===== src/rtl/a2ti_pkg.sv =====
// Shared types and constants for the table-interpolated atan2 pipeline.
// Depends on nothing; every other file of the block imports it.
`timescale 1ns / 1ps
`default_nettype none

package a2ti_pkg;

    // Width of the blend fraction and of one table entry (Q0.16).
    localparam int BLEND_BITS = 16;

    // Interpolated angles are held with 32 fraction bits and two integer bits.
    localparam int THETA_FRAC = 2 * BLEND_BITS;
    localparam int THETA_W    = THETA_FRAC + 2;

    // Width of the angle result port.
    localparam int ANGLE_W = 16;

    // Quadrant and special-case flags that follow an item down the pipeline.
    typedef struct packed {
        logic swap;    // |y| > |x|: mirror about pi/2
        logic xneg;    // x < 0: mirror about pi
        logic yneg;    // y < 0: negate
        logic origin;  // x = y = 0
    } t_quad;

endpackage

`default_nettype wire


===== src/rtl/a2ti_fixup.sv =====
// Quadrant corrections, rounding to the output format, sign and origin
// handling. Four register stages, the last one drives the result. Uses a2ti_pkg.
`timescale 1ns / 1ps
`default_nettype none

module a2ti_fixup #(
    parameter int ANGLE_FRAC_BITS = 13
) (
    input  logic                                i_clk,
    input  logic                                i_rst_n,
    input  logic                                i_valid,
    input  logic [a2ti_pkg::THETA_W-1:0]        i_theta,
    input  a2ti_pkg::t_quad                     i_quad,
    output logic                                o_valid,
    output logic signed [a2ti_pkg::ANGLE_W-1:0] o_angle,
    output logic                                o_undefined_origin
);
    import a2ti_pkg::*;

    localparam int STAGES = 4;

    // pi and pi/2 with 32 fraction bits, rounded to nearest.
    localparam logic [THETA_W-1:0] PI_Q32      = THETA_W'(34'h3_243F_6A89);
    localparam logic [THETA_W-1:0] HALF_PI_Q32 = THETA_W'(34'h1_921F_B544);

    localparam int                 ROUND_SHIFT = THETA_FRAC - ANGLE_FRAC_BITS;
    localparam logic [THETA_W-1:0] ROUND_BIAS  = THETA_W'(1) << (ROUND_SHIFT - 1);

    logic [STAGES-1:0]  r_vld;
    t_quad              r_quad [STAGES];
    logic [THETA_W-1:0] r_t1, r_t2;
    logic [ANGLE_W-1:0] r_mag, r_angle;

    logic [THETA_W-1:0] n_t1, n_t2;
    logic [ANGLE_W-1:0] n_mag, n_angle;

    always_comb begin
        logic [THETA_W-1:0] rounded;
        n_t1    = i_quad.swap ? HALF_PI_Q32 - i_theta : i_theta;
        n_t2    = r_quad[0].xneg ? PI_Q32 - r_t1 : r_t1;
        rounded = r_t2 + ROUND_BIAS;
        // Wider angle formats wrap modulo the port width.
        n_mag   = ANGLE_W'(rounded >> ROUND_SHIFT);
        if (r_quad[2].origin) begin
            n_angle = '0;
        end else if (r_quad[2].yneg) begin
            n_angle = ANGLE_W'(0) - r_mag;
        end else begin
            n_angle = r_mag;
        end
    end

    always_ff @(posedge i_clk) begin
        if (!i_rst_n) begin
            r_vld <= '0;
        end else begin
            r_vld <= {r_vld[STAGES-2:0], i_valid};
        end
    end

    always_ff @(posedge i_clk) begin
        r_quad[0] <= i_quad;
        for (int s = 1; s < STAGES; s++) begin
            r_quad[s] <= r_quad[s-1];
        end
        r_t1    <= n_t1;
        r_t2    <= n_t2;
        r_mag   <= n_mag;
        r_angle <= n_angle;
    end

    assign o_valid            = r_vld[STAGES-1];
    assign o_angle            = $signed(r_angle);
    assign o_undefined_origin = r_quad[STAGES-1].origin;

endmodule

`default_nettype wire


===== config.mk =====
export PLATFORM = sky130hd
export DESIGN_NAME = a2ti_fixup
export DESIGN_NICKNAME = d
export VERILOG_FILES = /design/src/rtl/a2ti_pkg.sv /design/src/rtl/a2ti_fixup.sv
export SDC_FILE = /design/constraint.sdc
export NUM_CORES = 1
export LEC_CHECK = 0
export BUFFER_PORTS_ARGS = -buffer_cell sky130_fd_sc_hd__buf_2
export CAP_MARGIN = 20
export CORE_MARGIN = 3
export CORE_UTILIZATION = 60
export DETAILED_ROUTE_END_ITERATION = 8
export GPL_ROUTABILITY_DRIVEN = 1
export PLACE_DENSITY = 0.83
export SYNTH_ARGS = -nofsm -noshare
export SYNTH_HDL_FRONTEND = slang
export SYNTH_SLANG_ARGS = --single-unit

===== constraint.sdc =====
create_clock -name i_clk -period 6.9 [get_ports i_clk]
set_input_delay 0.345 -clock i_clk [delete_from_list [all_inputs] [get_ports i_clk]]
set_output_delay 0.345 -clock i_clk [all_outputs]
set_load 0.1 [all_outputs]

==> out/metrics.yaml <==
fmax_ghz: 0.445
synthDistinctLibCells: 51
synth_edf_count: 0
holdWs_ns: 0.0899
htree_levels: 3
antenna_found_initial: 0
synthMuxAreaShare: 0.00487
r2r_start: "r_t1[24]$_DFF_P_"
area_delta_synth_final_pct: 14.3
min_from: "i_quad[0]"
clk_pin_slew_ns: 0.09
cp_top_family: "simple AND/OR/NAND/NOR gates"
gp_congestion: 0.900
synth_ff_type: "dfxtp_1"
max_stage_delay_ns: 0.55
path_buf_inv: 0
dieWidth_um: 88.8
dieArea_um2: 7890
drt-wirelength-per-cell_um: 13.6
postRouteAntennaNets: 0
floorplan.initialDensity: 0.633
fin_crit_sh: 0.325
place_ws_ns: 4.59
power_leakage_nw: 1.92
synthArstFlopShare: 0
dp_hpwl_mm: 6.32
synth_fa_ha_area_frac: 0.00912
ys.warnings.count: 0
grt_pass1_vias: 3237
synthTopCellsByArea: "dfxtp_1 (45%), xnor2_1 (7.5%), xor2_1 (4.9%)"
cp-start-kind: "register"
finalCriticalPeriod_ns: 2.24
postCtsResizedCells: 0
clkLatencyLatePin_ns: 0.35
synth_top_family_by_area: "simple AND/OR/NAND/NOR gates"
port_buffers: 58
drc: 0
cp-end-kind: "register"
grt_setup_unrepaired: "no"
drt-initial-drc-count: 154
p_total_w: 0.00140
holdPathStages: 1
hp-class: "in2reg"
path_cells: "or3_1, or4_4, o2111a_1, or4_1"
hold_buffers: 0
firstDrtPassIters: 4
required_ns: 7.13
worstPathMaxFanout: 10
totalWireLength_mm: 8.28
synth-compound-area-share: 0.166
drive_above_1_share: 0.160
hold_end: "r_quad[0][0]$_DFF_P_"
clock_path_buffers: 2
power.density_nw_per_um2: 298
yosysMostFrequentCell: "dfxtp_1"
tns_ns: 0
yosysSeqAreaShare: 0.448
finalSetupViolCount: 0
synthSimpleGateAreaFrac: 0.220
vias_per_cell: 5.74
netlist_instances: 468
cts_root_buffer: "clkbuf_8"
max_cap_viol_count: 0
post_cts_buffers: 0
synthTopCellsByCount: "dfxtp_1 (92), nor2_1 (45), nand2_1 (38), xnor2_1 (35), a21oi_1 (25)"
cts_made_buffers: 9
crit_type: "reg2reg"
synth-xor-area-share: 0.123
avgSynthCellArea_um2: 8.79
critPathSlowestCell: "or4_4"
syn_nets: 512
drv_slew: 0
status: "complete, no violations"
cts_tree: "yes"
relSlewSlack: 0.538
ys_seq_elements: 92
reg2reg_to: "r_t2[33]$_DFF_P_"
tightest_slew_ns: 0.686
fin_skew_ns: 0.00383
grt_util_all_layers: 0.222
peakVddDrop_uv: 133
r2r_cells: 4
final_hold_viol_count: 0
fin_ws_ns: 4.66
die_y_um: 88.8
layout.cells.non_filler: 608
place_inst: 592
netlist_area_um2: 4110
n_antenna_cell: 0
vias: 3487
nets: 570
io_pins: 59
grt_pass1_wl_mm: 13.8
core_area_um2: 6490
synth_top_cell_area_share: 0.448
critical_path_arrival_ns: 2.48
gr-total-overflow: 0
r2r_setup_slack_ns: 4.66
yosysTopAreaCell: "dfxtp_1"
grt_start_max_net_pins: 30
rows: 29
cts_num_sinks: 92
==> registers in the layout, indices dropped and copies added, names as in the netlist <==
name and flops:
r_t1 33, o_angle 16, r_t2 16, r_mag 15
r_quad 8, r_vld 4
==> power by group <==
group | internal [W] | switching, W
logic | 0.0000956 | 0.000218
registers | 0.000606 | 0.0000553
clock network | 0.000243 | 0.000184
total | 0.000945 | 0.000457
==> metrics by stage <==
step,utilization,instance area (um^2)
global route,0.724,4700
CTS,0.724,4700
detailed placement,0.686,4460
finish,0.724,4700
global placement,0.686,4460
floorplan,-,4110
==> worst register-to-register path, cell delays in order (launching register included) <==
cell	delay [ns]
dfxtp_1	0.33
or3_1	0.50
or4_4	0.55
o2111a_1	0.26
or4_1	0.50
==> placed cells by master (no fill, tap or decap), types with 3 or more instances in the layout <==
cell type,count
or4_2,4
and3_1,4
o21ai_0,23
inv_1,15
o31ai_1,8
nand4_1,9
nor3_1,17
xnor2_1,35
clkbuf_8,9
nor4_1,5
nor2_1,45
o211ai_1,12
a21oi_1,25
xor2_1,23
or3_1,6
nand3_1,19
a21o_1,3
o311ai_0,4
nand2b_1,9
nor3b_1,4
ha_1,3
a31oi_1,6
dfxtp_1,92
buf_2,58
and2_1,8
or4_1,4
nand2_1,38
bufinv_16,3
==> routing by layer <==
layer | track usage | vias up | share of wire
met5 | 0 | - | 0
met4 | 0.122 | 0 | 0.033
met3 | 0.0354 | 22 | 0.041
met2 | 0.381 | 94 | 0.47
met1 | 0.265 | 1586 | 0.45
li1 | - | 1785 | -
==> worst max path at each step <==
| stage | start | to | slack (ns) | depth (start not counted) |
|---|---|---|---|---|
| 2_1_floorplan | r_t1[24]$_DFF_P_ | r_t2[33]$_DFF_P_ | 4.73 | 5 |
| 3_3_place_gp | i_theta[4] | r_t1[33]$_DFF_P_ | 4.65 | 7 |
| 3_5_place_dp | i_theta[4] | r_t1[33]$_DFF_P_ | 4.59 | 7 |
| 4_1_cts | r_t1[24]$_DFF_P_ | r_t2[33]$_DFF_P_ | 4.66 | 4 |
| 5_1_grt | r_t1[24]$_DFF_P_ | r_t2[33]$_DFF_P_ | 4.58 | 4 |
| 6_report | r_t1[24]$_DFF_P_ | r_t2[33]$_DFF_P_ | 4.66 | 4 |
==> kinds of logic after synthesis <==
family,Yosys count
buffers and inverters,29
AOI/OAI and AO/OA,104
DFF,92
and+or+nand+nor,180
adders and majority gates,3
muxes,2
xor gates and xnor gates,58
==> layout make-up <==
class	count	area (um^2)
well taps	77	96.3
multi-input cells	347	2150
clock inverters	7	124
clock buffers	9	124
fillers	510	1790
flip-flops and latches	92	1840
inverters	16	60.1
repair buffers	60	305
No activity file was read; power rests on OpenSTA's default activity.
