--- src/rtl/a2ti_pkg.sv ---
// Shared types and constants for the table-interpolated atan2 pipeline.
// Depends on nothing; every other file of the block imports it.
`timescale 1ns / 1ps
`default_nettype none

package a2ti_pkg;

    // Width of the blend fraction and of one table entry (Q0.16).
    localparam int BLEND_BITS = 16;

    // Interpolated angles are held with 32 fraction bits and two integer bits.
    localparam int THETA_FRAC = 2 * BLEND_BITS;
    localparam int THETA_W    = THETA_FRAC + 2;

    // Width of the angle result port.
    localparam int ANGLE_W = 16;

    // Quadrant and special-case flags that follow an item down the pipeline.
    typedef struct packed {
        logic swap;    // |y| > |x|: mirror about pi/2
        logic xneg;    // x < 0: mirror about pi
        logic yneg;    // y < 0: negate
        logic origin;  // x = y = 0
    } t_quad;

endpackage

`default_nettype wire

--- src/rtl/a2ti_front.sv ---
// Front end: magnitudes and signs of the inputs, then min/max ordering and
// scaling of the numerator by the table size. Two register stages. Uses a2ti_pkg.
`timescale 1ns / 1ps
`default_nettype none

module a2ti_front #(
    parameter int INPUT_WIDTH = 16,
    parameter int TABLE_SIZE  = 128,
    localparam int NB         = $clog2(TABLE_SIZE + 1),
    localparam int DIV_W      = INPUT_WIDTH + NB
) (
    input  logic                          i_clk,
    input  logic                          i_rst_n,
    input  logic                          i_valid,
    input  logic signed [INPUT_WIDTH-1:0] i_y_coord,
    input  logic signed [INPUT_WIDTH-1:0] i_x_coord,
    output logic                          o_valid,
    output logic        [DIV_W-1:0]       o_dividend,
    output logic        [INPUT_WIDTH-1:0] o_den,
    output a2ti_pkg::t_quad               o_quad
);
    import a2ti_pkg::*;

    localparam int W = INPUT_WIDTH;

    logic         r_vld1, r_vld2;
    logic [W-1:0] r_ay, r_ax;
    t_quad        r_quad1, r_quad2;
    logic [DIV_W-1:0] r_dividend;
    logic [W-1:0] r_den;

    logic [W-1:0] n_ay, n_ax;
    t_quad        n_quad1, n_quad2;
    logic [DIV_W-1:0] n_dividend;
    logic [W-1:0] n_den;

    always_comb begin
        logic [W-1:0] y_bits;
        logic [W-1:0] x_bits;
        y_bits = $unsigned(i_y_coord);
        x_bits = $unsigned(i_x_coord);
        // The most negative code maps to 2^(W-1), which still fits in W bits.
        n_ay = y_bits[W-1] ? W'(0) - y_bits : y_bits;
        n_ax = x_bits[W-1] ? W'(0) - x_bits : x_bits;
        n_quad1.swap   = 1'b0;
        n_quad1.xneg   = x_bits[W-1];
        n_quad1.yneg   = y_bits[W-1];
        n_quad1.origin = (y_bits == '0) && (x_bits == '0);
    end

    always_comb begin
        logic [W-1:0] num;
        num          = (r_ay < r_ax) ? r_ay : r_ax;
        n_den        = (r_ay < r_ax) ? r_ax : r_ay;
        n_quad2      = r_quad1;
        n_quad2.swap = r_ay > r_ax;
        n_dividend   = DIV_W'(num) * DIV_W'(TABLE_SIZE);
    end

    always_ff @(posedge i_clk) begin
        if (!i_rst_n) begin
            r_vld1 <= 1'b0;
            r_vld2 <= 1'b0;
        end else begin
            r_vld1 <= i_valid;
            r_vld2 <= r_vld1;
        end
    end

    always_ff @(posedge i_clk) begin
        r_ay       <= n_ay;
        r_ax       <= n_ax;
        r_quad1    <= n_quad1;
        r_dividend <= n_dividend;
        r_den      <= n_den;
        r_quad2    <= n_quad2;
    end

    assign o_valid    = r_vld2;
    assign o_dividend = r_dividend;
    assign o_den      = r_den;
    assign o_quad     = r_quad2;

endmodule

`default_nettype wire

--- config.mk ---
export PLATFORM = sky130hd
export DESIGN_NAME = a2ti_front
export DESIGN_NICKNAME = d
export VERILOG_FILES = /design/src/rtl/a2ti_pkg.sv /design/src/rtl/a2ti_front.sv
export SDC_FILE = /design/constraint.sdc
export NUM_CORES = 1
export LEC_CHECK = 0
export BUFFER_PORTS_ARGS = -buffer_cell sky130_fd_sc_hd__clkbuf_2
export CAP_MARGIN = 20
export CELL_PAD_IN_SITES_DETAIL_PLACEMENT = 1
export CELL_PAD_IN_SITES_GLOBAL_PLACEMENT = 1
export CORE_MARGIN = 3
export CORE_UTILIZATION = 44
export DETAILED_ROUTE_END_ITERATION = 8
export PLACE_DENSITY_LB_ADDON = 0.12
export SLEW_MARGIN = 20
export SYNTH_ARGS = -nofsm -noshare
export SYNTH_HDL_FRONTEND = slang
export SYNTH_SLANG_ARGS = --single-unit
--- constraint.sdc ---
create_clock -name i_clk -period 3.6 [get_ports i_clk]
set_clock_uncertainty 0.2 [all_clocks]
set_input_delay 0.54 -clock i_clk [delete_from_list [all_inputs] [get_ports i_clk]]
set_output_delay 0.54 -clock i_clk [all_outputs]
set_load 0.005 [all_outputs]
==> flow_summary.json <==
{
  "ant_nets": 0,
  "area_growth_pct": 18.4,
  "final.period_utilization_pct": 72.1,
  "slowest_delay_ns": 0.81,
  "fin_area_mm2": 0.00369,
  "path_buf_inv": 1,
  "port_buffers": 71,
  "die_y_um": 90.2,
  "crit_path_start_kind": "flop",
  "p_total_mw": 2.12,
  "synth_area_mm2": 0.00312,
  "rows": 30,
  "crit_cells": 7,
  "finalHoldViolCount": 0,
  "synth_async_sr_flop_share_pct": 0,
  "grt_util_all_layers_pct": 15.1,
  "internal-power_mw": 1.60,
  "placed_area_mm2": 0.00348,
  "totalWireLength_um": 5970,
  "arrival_ns": 2.61,
  "end_kind": "flop",
  "cts_hold_buf": 0,
  "syn_inst": 262,
  "yosysSeqAreaShare_pct": 46.9,
  "place.gp.congestion": 0.796,
  "n_fill_cell": 756,
  "final_core_util_pct": 54.0,
  "power_frac_clock_pct": 31.7,
  "synthTopCellsByArea": "dfxtp_1, mux2_4, ha_1",
  "seqPwrFrac_pct": 46.6,
  "synth_top_area_cell": "dfxtp_1",
  "die_area_mm2": 0.00813,
  "drt_first_iter_violations": 40,
  "cp_slowest_cell": "or4_4",
  "slew_headroom_pct": 61.3,
  "p_switching_mw": 0.515,
  "vdd_drop_max_mv": 0.254,
  "pin_count": 80,
  "grt_pass1_vias": 2048,
  "status": "finished clean",
  "ys.flop_type": "dfxtp_1",
  "yosysWarnings": 0,
  "syn_avg_cell_area_um2": 11.9,
  "max-clock-path-buffers": 2,
  "ys_ff_latch": 73,
  "switching_share_pct": 24.3,
  "cts_tree": "yes",
  "drt_pass1_iterations": 4,
  "htreeDepth": 3,
  "drive_gt1_share_pct": 36.7,
  "critPathTopFamily": "simple AND/OR/NAND/NOR gates",
  "worstHoldPathCells": 0,
  "power.density_mw_per_mm2": 574,
  "hpwl_um": 4790,
  "initial_utilization_pct": 45.6,
  "grt_remaining_overflow": 0,
  "pwr-share-comb_pct": 21.7,
  "cts_root_buf": "clkbuf_8",
  "cp_cell_sequence": "inv_1, ha_1, nor2b_4, o211ai_2, a21boi_1, or4_4, mux2_4",
  "die_w_um": 90.2,
  "yosysUniqueCellTypes": 39,
  "maxCapViolations": 0,
  "fin_tns_setup_ns": 0,
  "layout.nets": 390,
  "cp_max_fo": 33,
  "via_per_inst": 4.73,
  "cts_buffers": 9,
  "clk_pin_slew_ns": 0.07,
  "post_cts_buffers": 0,
  "clkLatencyLatePin_ns": 0.33,
  "finalWorstPathRequiredPeriod_ns": 2.60,
  "worstSetupPathType": "reg2reg",
  "setup_viol": 0,
  "grt_start_max_net_pins": 34,
  "grt_pass1_wl_um": 9720,
  "pre_cts_slack_ns": 1.02,
  "leakagePower_nw": 1.74,
  "r2r_cells": 7,
  "vias": 2066,
  "yosysMostFrequentCell": "dfxtp_1",
  "setup_slack_ns": 1.00,
  "synth_top_area_share_pct": 46.9,
  "antenna_found_initial": 0,
  "drc": 0,
  "wl_per_cell_um": 13.6,
  "synth-edff-count": 0,
  "hold_class": "reg2reg",
  "rsz0062_at_grt": "false",
  "antenna_cells": 0,
  "cts-resized-gates": 0,
  "fmax_mhz": 385,
  "cts_sinks": 73,
  "slew_violations": 0,
  "core-area_mm2": 0.00683,
  "worstPathRequired_ns": 3.61,
  "synth_common_cells": "dfxtp_1, mux2_4, xnor2_1",
  "worst_pin_slew_ns": 0.581
}
## registers in the layout (all words and copies together), names as in the netlist
signal      cells
o_den          16
o_dividend     16
r_ax           16
r_ay           16
o_quad          4
n_quad2         3
o_valid         1
r_vld1          1
## power groups by stage
stage          clock [mW]  sequential, mW  combinational, mW
5_1_grt             0.730            1.00              0.503
3_5_place_dp            0            1.01              0.467
4_1_cts             0.694           0.987              0.469
6_report            0.672           0.986              0.460
2_1_floorplan           0            1.00              0.343
3_3_place_gp            0           0.999              0.459
## path summary, 6_finish.rpt
| check | startpoint | end | slack, ns |
|---|---|---|---|
| hold / removal | n_quad2[1] | o_quad[1] | 0.13 |
| setup / recovery | r_ax[1] | o_den[1] | 1.00 |
| setup reg to reg | r_ax[1] | o_den[1] | 1.00 |
| hold reg to reg | n_quad2[1] | o_quad[1] | 0.13 |
## worst reg2reg max path, stage by stage (launching register included)
cell      delay, ns
dfxtp_1        0.37
inv_1          0.06
ha_1           0.29
nor2b_4        0.14
o211ai_2       0.13
a21boi_1       0.08
or4_4          0.81
mux2_4         0.41
## final cells by class
cell class              count  area, µm²  share of cell area (%)
repair buffers             71        355                    9.63
well taps                  96        120                    3.26
multi-input cells         161       1460                    39.7
clock inverters             3       65.1                    1.76
flip-flops and latches     73       1460                    39.6
clock buffers              12        145                    3.93
inverters                  21       78.8                    2.14
## stage by stage
step / instances / hold WS, ns
after floorplan: 269 / 0.110
after global placement: 422 / 0.112
after detailed placement: 422 / 0.113
after CTS: 437 / 0.131
after global routing: 437 / 0.136
final: 437 / 0.129
## cells in the final DEF, fill, tap and decap left out, types with 2 or more instances in the layout
| cell type | n |
|---|---|
| dfxtp_1 | 73 |
| clkbuf_2 | 71 |
| mux2_4 | 29 |
| xnor2_1 | 25 |
| inv_1 | 21 |
| ha_1 | 18 |
| nand2_1 | 13 |
| clkbuf_8 | 10 |
| o21ai_0 | 8 |
| o31ai_1 | 8 |
| conb_1 | 8 |
| a21oi_1 | 6 |
| or4_1 | 4 |
| nand3_1 | 3 |
| mux2_2 | 3 |
| nor2_1 | 3 |
| o41ai_1 | 3 |
| nor3_1 | 3 |
| a21o_1 | 2 |
| nand4_2 | 2 |
| or4_4 | 2 |
| a21boi_0 | 2 |
| nand2b_1 | 2 |
| nor4_1 | 2 |
| and2_1 | 2 |
| nor4bb_1 | 2 |
| bufinv_16 | 2 |
| clkbuf_1 | 2 |
## metal layers
metal / vias to the layer above / track usage (%) / routed length [µm]
met2: 58 / 23.8 / 2650
li1: 1037 / - / -
met3: 10 / 3.77 / 311
met4: 0 / 7.14 / 131
met5: - / 0 / 0
met1: 961 / 19.3 / 2870
## logic make-up (layout without fill, tap and decap cells)
kind of cell,count (synthesis),count (layout),synth area share (%)
buffers and inverters,35,107,6.99
XOR/XNOR,26,26,7.31
other,1,8,0.120
multiplexers,32,32,15.1
adder cells (fa/ha/maj),18,18,7.23
flip-flops,73,73,46.9
AND/OR/NAND/NOR,44,44,9.03
AO/OA/AOI/OAI,33,33,7.39
Power figures use the tool's default switching activity.
