File: src/rtl/a2ti_pkg.sv
// Shared types and constants for the table-interpolated atan2 pipeline.
// Depends on nothing; every other file of the block imports it.
`timescale 1ns / 1ps
`default_nettype none

package a2ti_pkg;

    // Width of the blend fraction and of one table entry (Q0.16).
    localparam int BLEND_BITS = 16;

    // Interpolated angles are held with 32 fraction bits and two integer bits.
    localparam int THETA_FRAC = 2 * BLEND_BITS;
    localparam int THETA_W    = THETA_FRAC + 2;

    // Width of the angle result port.
    localparam int ANGLE_W = 16;

    // Quadrant and special-case flags that follow an item down the pipeline.
    typedef struct packed {
        logic swap;    // |y| > |x|: mirror about pi/2
        logic xneg;    // x < 0: mirror about pi
        logic yneg;    // y < 0: negate
        logic origin;  // x = y = 0
    } t_quad;

endpackage

`default_nettype wire

File: src/rtl/a2ti_divider.sv
// Pipelined restoring divider: one quotient bit per register stage gives the
// ratio min*TABLE_SIZE*2^16/max. Uses a2ti_pkg.
`timescale 1ns / 1ps
`default_nettype none

module a2ti_divider #(
    parameter int INPUT_WIDTH = 16,
    parameter int TABLE_SIZE  = 128,
    localparam int NB         = $clog2(TABLE_SIZE + 1),
    localparam int DIV_W      = INPUT_WIDTH + NB,
    localparam int QB         = NB + a2ti_pkg::BLEND_BITS
) (
    input  logic                   i_clk,
    input  logic                   i_rst_n,
    input  logic                   i_valid,
    input  logic [DIV_W-1:0]       i_dividend,
    input  logic [INPUT_WIDTH-1:0] i_den,
    input  a2ti_pkg::t_quad        i_quad,
    output logic                   o_valid,
    output logic [QB-1:0]          o_ratio,
    output a2ti_pkg::t_quad        o_quad
);
    import a2ti_pkg::*;

    localparam int W = INPUT_WIDTH;

    logic [W-1:0]  r_rem  [QB];
    logic [W-1:0]  r_den  [QB];
    logic [QB-1:0] r_quo  [QB];
    logic [QB-1:0] r_feed [QB];
    t_quad         r_quad [QB];
    logic [QB-1:0] r_vld;

    logic [W-1:0]  n_rem  [QB];
    logic [W-1:0]  n_den  [QB];
    logic [QB-1:0] n_quo  [QB];
    logic [QB-1:0] n_feed [QB];
    t_quad         n_quad [QB];
    logic [QB-1:0] n_vld;

    // The quotient is below 2^QB, so the dividend bits above the low NB bits
    // already form a partial remainder smaller than the divisor. The stages
    // then shift in the low NB bits followed by the 16 fraction zeros.
    always_comb begin
        logic [W-1:0]  p_rem;
        logic [W-1:0]  p_den;
        logic [QB-1:0] p_quo;
        logic [QB-1:0] p_feed;
        t_quad         p_quad;
        logic [W:0]    trial;
        logic          take;
        for (int s = 0; s < QB; s++) begin
            if (s == 0) begin
                p_rem  = i_dividend[DIV_W-1:NB];
                p_den  = i_den;
                p_quo  = '0;
                p_feed = {i_dividend[NB-1:0], BLEND_BITS'(0)};
                p_quad = i_quad;
            end else begin
                p_rem  = r_rem[s-1];
                p_den  = r_den[s-1];
                p_quo  = r_quo[s-1];
                p_feed = r_feed[s-1];
                p_quad = r_quad[s-1];
            end
            trial     = {p_rem, p_feed[QB-1]};
            take      = trial >= {1'b0, p_den};
            n_rem[s]  = take ? W'(trial - {1'b0, p_den}) : W'(trial);
            n_quo[s]  = {p_quo[QB-2:0], take};
            n_feed[s] = {p_feed[QB-2:0], 1'b0};
            n_den[s]  = p_den;
            n_quad[s] = p_quad;
        end
        n_vld = {r_vld[QB-2:0], i_valid};
    end

    always_ff @(posedge i_clk) begin
        if (!i_rst_n) begin
            r_vld <= '0;
        end else begin
            r_vld <= n_vld;
        end
    end

    always_ff @(posedge i_clk) begin
        r_rem  <= n_rem;
        r_den  <= n_den;
        r_quo  <= n_quo;
        r_feed <= n_feed;
        r_quad <= n_quad;
    end

    assign o_valid = r_vld[QB-1];
    assign o_ratio = r_quo[QB-1];
    assign o_quad  = r_quad[QB-1];

endmodule

`default_nettype wire

File: config.mk
export PLATFORM = sky130hd
export DESIGN_NAME = a2ti_divider
export DESIGN_NICKNAME = d
export VERILOG_FILES = /design/src/rtl/a2ti_pkg.sv /design/src/rtl/a2ti_divider.sv
export SDC_FILE = /design/constraint.sdc
export NUM_CORES = 2
export LEC_CHECK = 0
export ABC_AREA = 1
export ABC_CLOCK_PERIOD_IN_PS = 1600
export BUFFER_PORTS_ARGS = -buffer_cell sky130_fd_sc_hd__buf_2
export CORE_ASPECT_RATIO = 0.9
export CORE_MARGIN = 2
export CORE_UTILIZATION = 57
export DETAILED_ROUTE_END_ITERATION = 8
export PLACE_DENSITY = 0.75
export SYNTH_ARGS = -nofsm -noshare
export SYNTH_HDL_FRONTEND = slang
export SYNTH_SLANG_ARGS = --single-unit
export TNS_END_PERCENT = 5
File: constraint.sdc
create_clock -name i_clk -period 1.6 [get_ports i_clk]
set_input_delay 0 -clock i_clk [delete_from_list [all_inputs] [get_ports i_clk]]
set_output_delay 0 -clock i_clk [all_outputs]
set_load 0.005 [all_outputs]
==> impl_metrics.tcl <==
set metrics [dict create \
    combPwrFrac_pct 57.2 \
    dp.cells 10137 \
    outcome "complete, but fails checks" \
    synth_top_area_cell "dfxtp_1" \
    die_h_um 298 \
    cp_max_fo 3 \
    syn_area_per_cell_um2 7.37 \
    drt_pass1_iterations 9 \
    swShare_pct 41.7 \
    ir_drop_mv 1.31 \
    grt_pass1_vias 53381 \
    violations "DRC, setup timing" \
    io_pins 76 \
    synth_seq_cells 1184 \
    cts.clk_slew.worst_paths_ns 0.07 \
    netlist_area_mm2 0.0546 \
    rows 107 \
    crit_type "flip-flop to flip-flop" \
    syn_to_final_growth_pct 45.2 \
    synth_flop_cell "dfxtp_1" \
    setup_violations 374 \
    h-tree-depth 3 \
    dieArea_mm2 0.0982 \
    cts_root_buffer "clkbuf_16" \
    worstPathRequired_ns 2.25 \
    maxCapViolations 0 \
    synthArstFlopShare_pct 0 \
    numPortBuffers 75 \
    grtUsageTotal_pct 32.8 \
    ys_seq_area_share_pct 43.4 \
    synth_edf_count 0 \
    gp_congestion 0.961 \
    drc 4 \
    p_sw_mw 72.7 \
    multi_input_area_mm2 0.0308 \
    p_clk_share_pct 16.1 \
    power_mw 174 \
    synth_cells 7400 \
    crit_path_end_kind "flip-flop" \
    dp_slack_ns -0.512 \
    grt_overflow 0 \
    synth_area_leaders "dfxtp_1 43%, nand2_1 19%, inv_1 9.4%" \
    dr.first_iter.drc_count 5178 \
    p_seq_share_pct 26.7 \
    die_x_um 330 \
    post-route-period-util_pct 139 \
    p_leak_nw 42.2 \
    vias 55080 \
    start_util_pct 57.6 \
    grt_pass1_wl_mm 263 \
    numCtsBuffers 111 \
    cts.sinks 1184 \
    ant_nets 0 \
    drive_gt1_share_pct 35.4 \
    coreArea_mm2 0.0948 \
    worstPathCellList "ha_4 > buf_4 > nand2_1 > nand2_1 > nand2_1 > nand2_1 > nand2_2 > nand4_1 > nand2_2 > nand2_4 > nand2_4" \
    ys_types 44 \
    cpMostUsedCell "nand2_1" \
    cts_buffer_depth 3 \
    drt-total-wl_mm 178 \
    tightest_slew_ns 0.413 \
    rsz0062_at_grt "yes" \
    final_nets 9645 \
    arrival_ns 2.87 \
    intPower_mw 102 \
    fillers 5240 \
    synth_fp_nets 7853 \
    tritoncts "yes" \
    skew_ns 0.0404 \
    power_density_mw_per_mm2 2200 \
    wl_per_cell_um 16.9 \
    drv_slew 0 \
    yosysWarnings 0 \
    finalHoldViolations 0 \
    hp-class "input pin to flip-flop" \
    max_stage_delay_ns 0.42 \
    regArea_mm2 0.0240 \
    slowest_stage "dfxtp_1" \
    post-route-min-period_ns 2.22 \
    layout_setup_ws_ns -0.623 \
    synth_top_area_share_pct 43.4 \
    cp-start-kind "flip-flop" \
    slew_headroom_pct 72.4 \
    final_cells 10541 \
    hpwl_mm 112 \
    antenna_found_initial 3 \
    fin_util_pct 83.6 \
    timing.fmax_ghz 0.450 \
    grt_max_degree 25 \
    avgViaCountPerCell 5.23 \
    insertion_delay_ns 0.75 \
]
## worst max-delay path, delay by kind of cell (launching register included)
kind | cells | cell delay (ns)
and+or+nand+nor | 9 | 1.31
DFF | 1 | 0.42
adders and majority gates | 1 | 0.25
buffers and inverters | 1 | 0.15
## power groups by stage
stage	registers (mW)	clock network [mW]	logic, mW
6_report	46.5	28.0	99.8
5_1_grt	47.1	29.4	108
4_1_cts	45.6	28.2	89.1
3_5_place_dp	44.6	0	79.5
3_3_place_gp	44.5	0	77.5
2_1_floorplan	42.3	0	46.8
## cell usage after synthesis, types with 20 or more instances
cell      number
nand2_4       24
nor3_1        91
ha_1         383
a21oi_1      213
nor2_2        33
xor2_1       109
inv_1       1367
dfxtp_1     1184
nand3b_1      73
xnor2_1       45
fa_1          23
buf_2         20
nand2_2       94
o21ai_0       20
buf_6         35
nand4_1       87
nand2_1     2740
nor2_1       248
nand3_1      428
nand3_2       36
## layer usage
| metal | track usage (%) | wire [um] | up-vias |
|---|---|---|---|
| li1 | - | - | 26151 |
| met1 | 41.5 | 70800 | 25285 |
| met2 | 56.3 | 84300 | 2787 |
| met3 | 4.93 | 13600 | 853 |
| met4 | 11.9 | 9180 | 4 |
| met5 | 0 | 18 | - |
## metrics by stage
stage	hold slack [ns]	instance area [um^2]	setup TNS [ns]
global route	0.0158	79200	-106.58
detailed placement	0.104	67400	-97.67
finish	0.0318	79200	-74.78
CTS	0.00210	76800	-53.22
floorplan	0.0277	54800	-11.20
global placement	0.104	67400	-85.77
## path summary, 6_finish.rpt
check,slack (ns),to,cells after the start,from
setup reg to reg,-0.62,r_rem[156],11,r_rem[164]
setup / recovery,-0.62,r_rem[156],11,r_rem[164]
hold / removal,0.03,n_den[362],3,i_den[10]
hold reg to reg,0.32,n_quo[200],0,n_quo[223]
## flip-flops by register name, indices dropped and copies added (netlist names)
name / flops
o_ratio: 24
n_feed: 21
r_feed: 7
n_quad: 92
o_quad: 4
n_quo: 276
r_rem: 368
n_den: 368
r_vld: 24
## cell type report
cell class                      instances  share of cell area (%)
Clock buffer                          142                    3.96
Antenna cell                            2                 0.00632
Timing Repair Buffer                 1737                    17.0
Multi-Input combinational cell       4753                    38.8
Tap cell                             1253                    1.98
Sequential cell                      1184                    30.3
Timing Repair inverter                  8                  0.0869
Inverter                             1397                    6.77
Clock inverter                         65                   0.997
## cell families (layout without fill, tap and decap cells)
group | Yosys count | in the layout | share of synthesized area, %
AOI/OAI and AO/OA | 249 | 249 | 2.37
xor gates and xnor gates | 154 | 154 | 2.47
other | 0 | 2 | 0
and+or+nand+nor | 3933 | 3944 | 31.2
DFF | 1184 | 1184 | 43.4
buffers and inverters | 1474 | 3349 | 10.9
adders and majority gates | 406 | 406 | 9.62
## cell usage in the layout, fill, tap and decap left out, types with 58 or more instances in the layout
| cell | count |
|---|---|
| nand2_1 | 2476 |
| buf_4 | 1534 |
| inv_1 | 1258 |
| dfxtp_1 | 932 |
| nand3_1 | 377 |
| nand2_2 | 319 |
| ha_4 | 287 |
| dfxtp_2 | 243 |
| a21oi_1 | 187 |
| nor2_1 | 166 |
| inv_2 | 122 |
| clkbuf_16 | 114 |
| xor2_1 | 107 |
| nor2_2 | 88 |
| nand4_1 | 87 |
| ha_1 | 87 |
| nand3_2 | 83 |
| buf_2 | 75 |
| nand3b_1 | 73 |
| nor3_1 | 70 |
| dlygate4sd3_1 | 68 |
| nand2_4 | 58 |
## repair_timing
| item | 4_1_cts | 5_1_grt |
|---|---|---|
| hold endpoints to repair | 68 | 0 |
| hold buffers | 68 | 0 |
| setup endpoints to repair | 374 | 390 |
| cloned | 16 | 4 |
| setup buffers | 87 | 25 |
| gates resized for setup | 815 | 529 |
| pin swaps | 178 | 139 |
(Power assumes the default switching activity.)
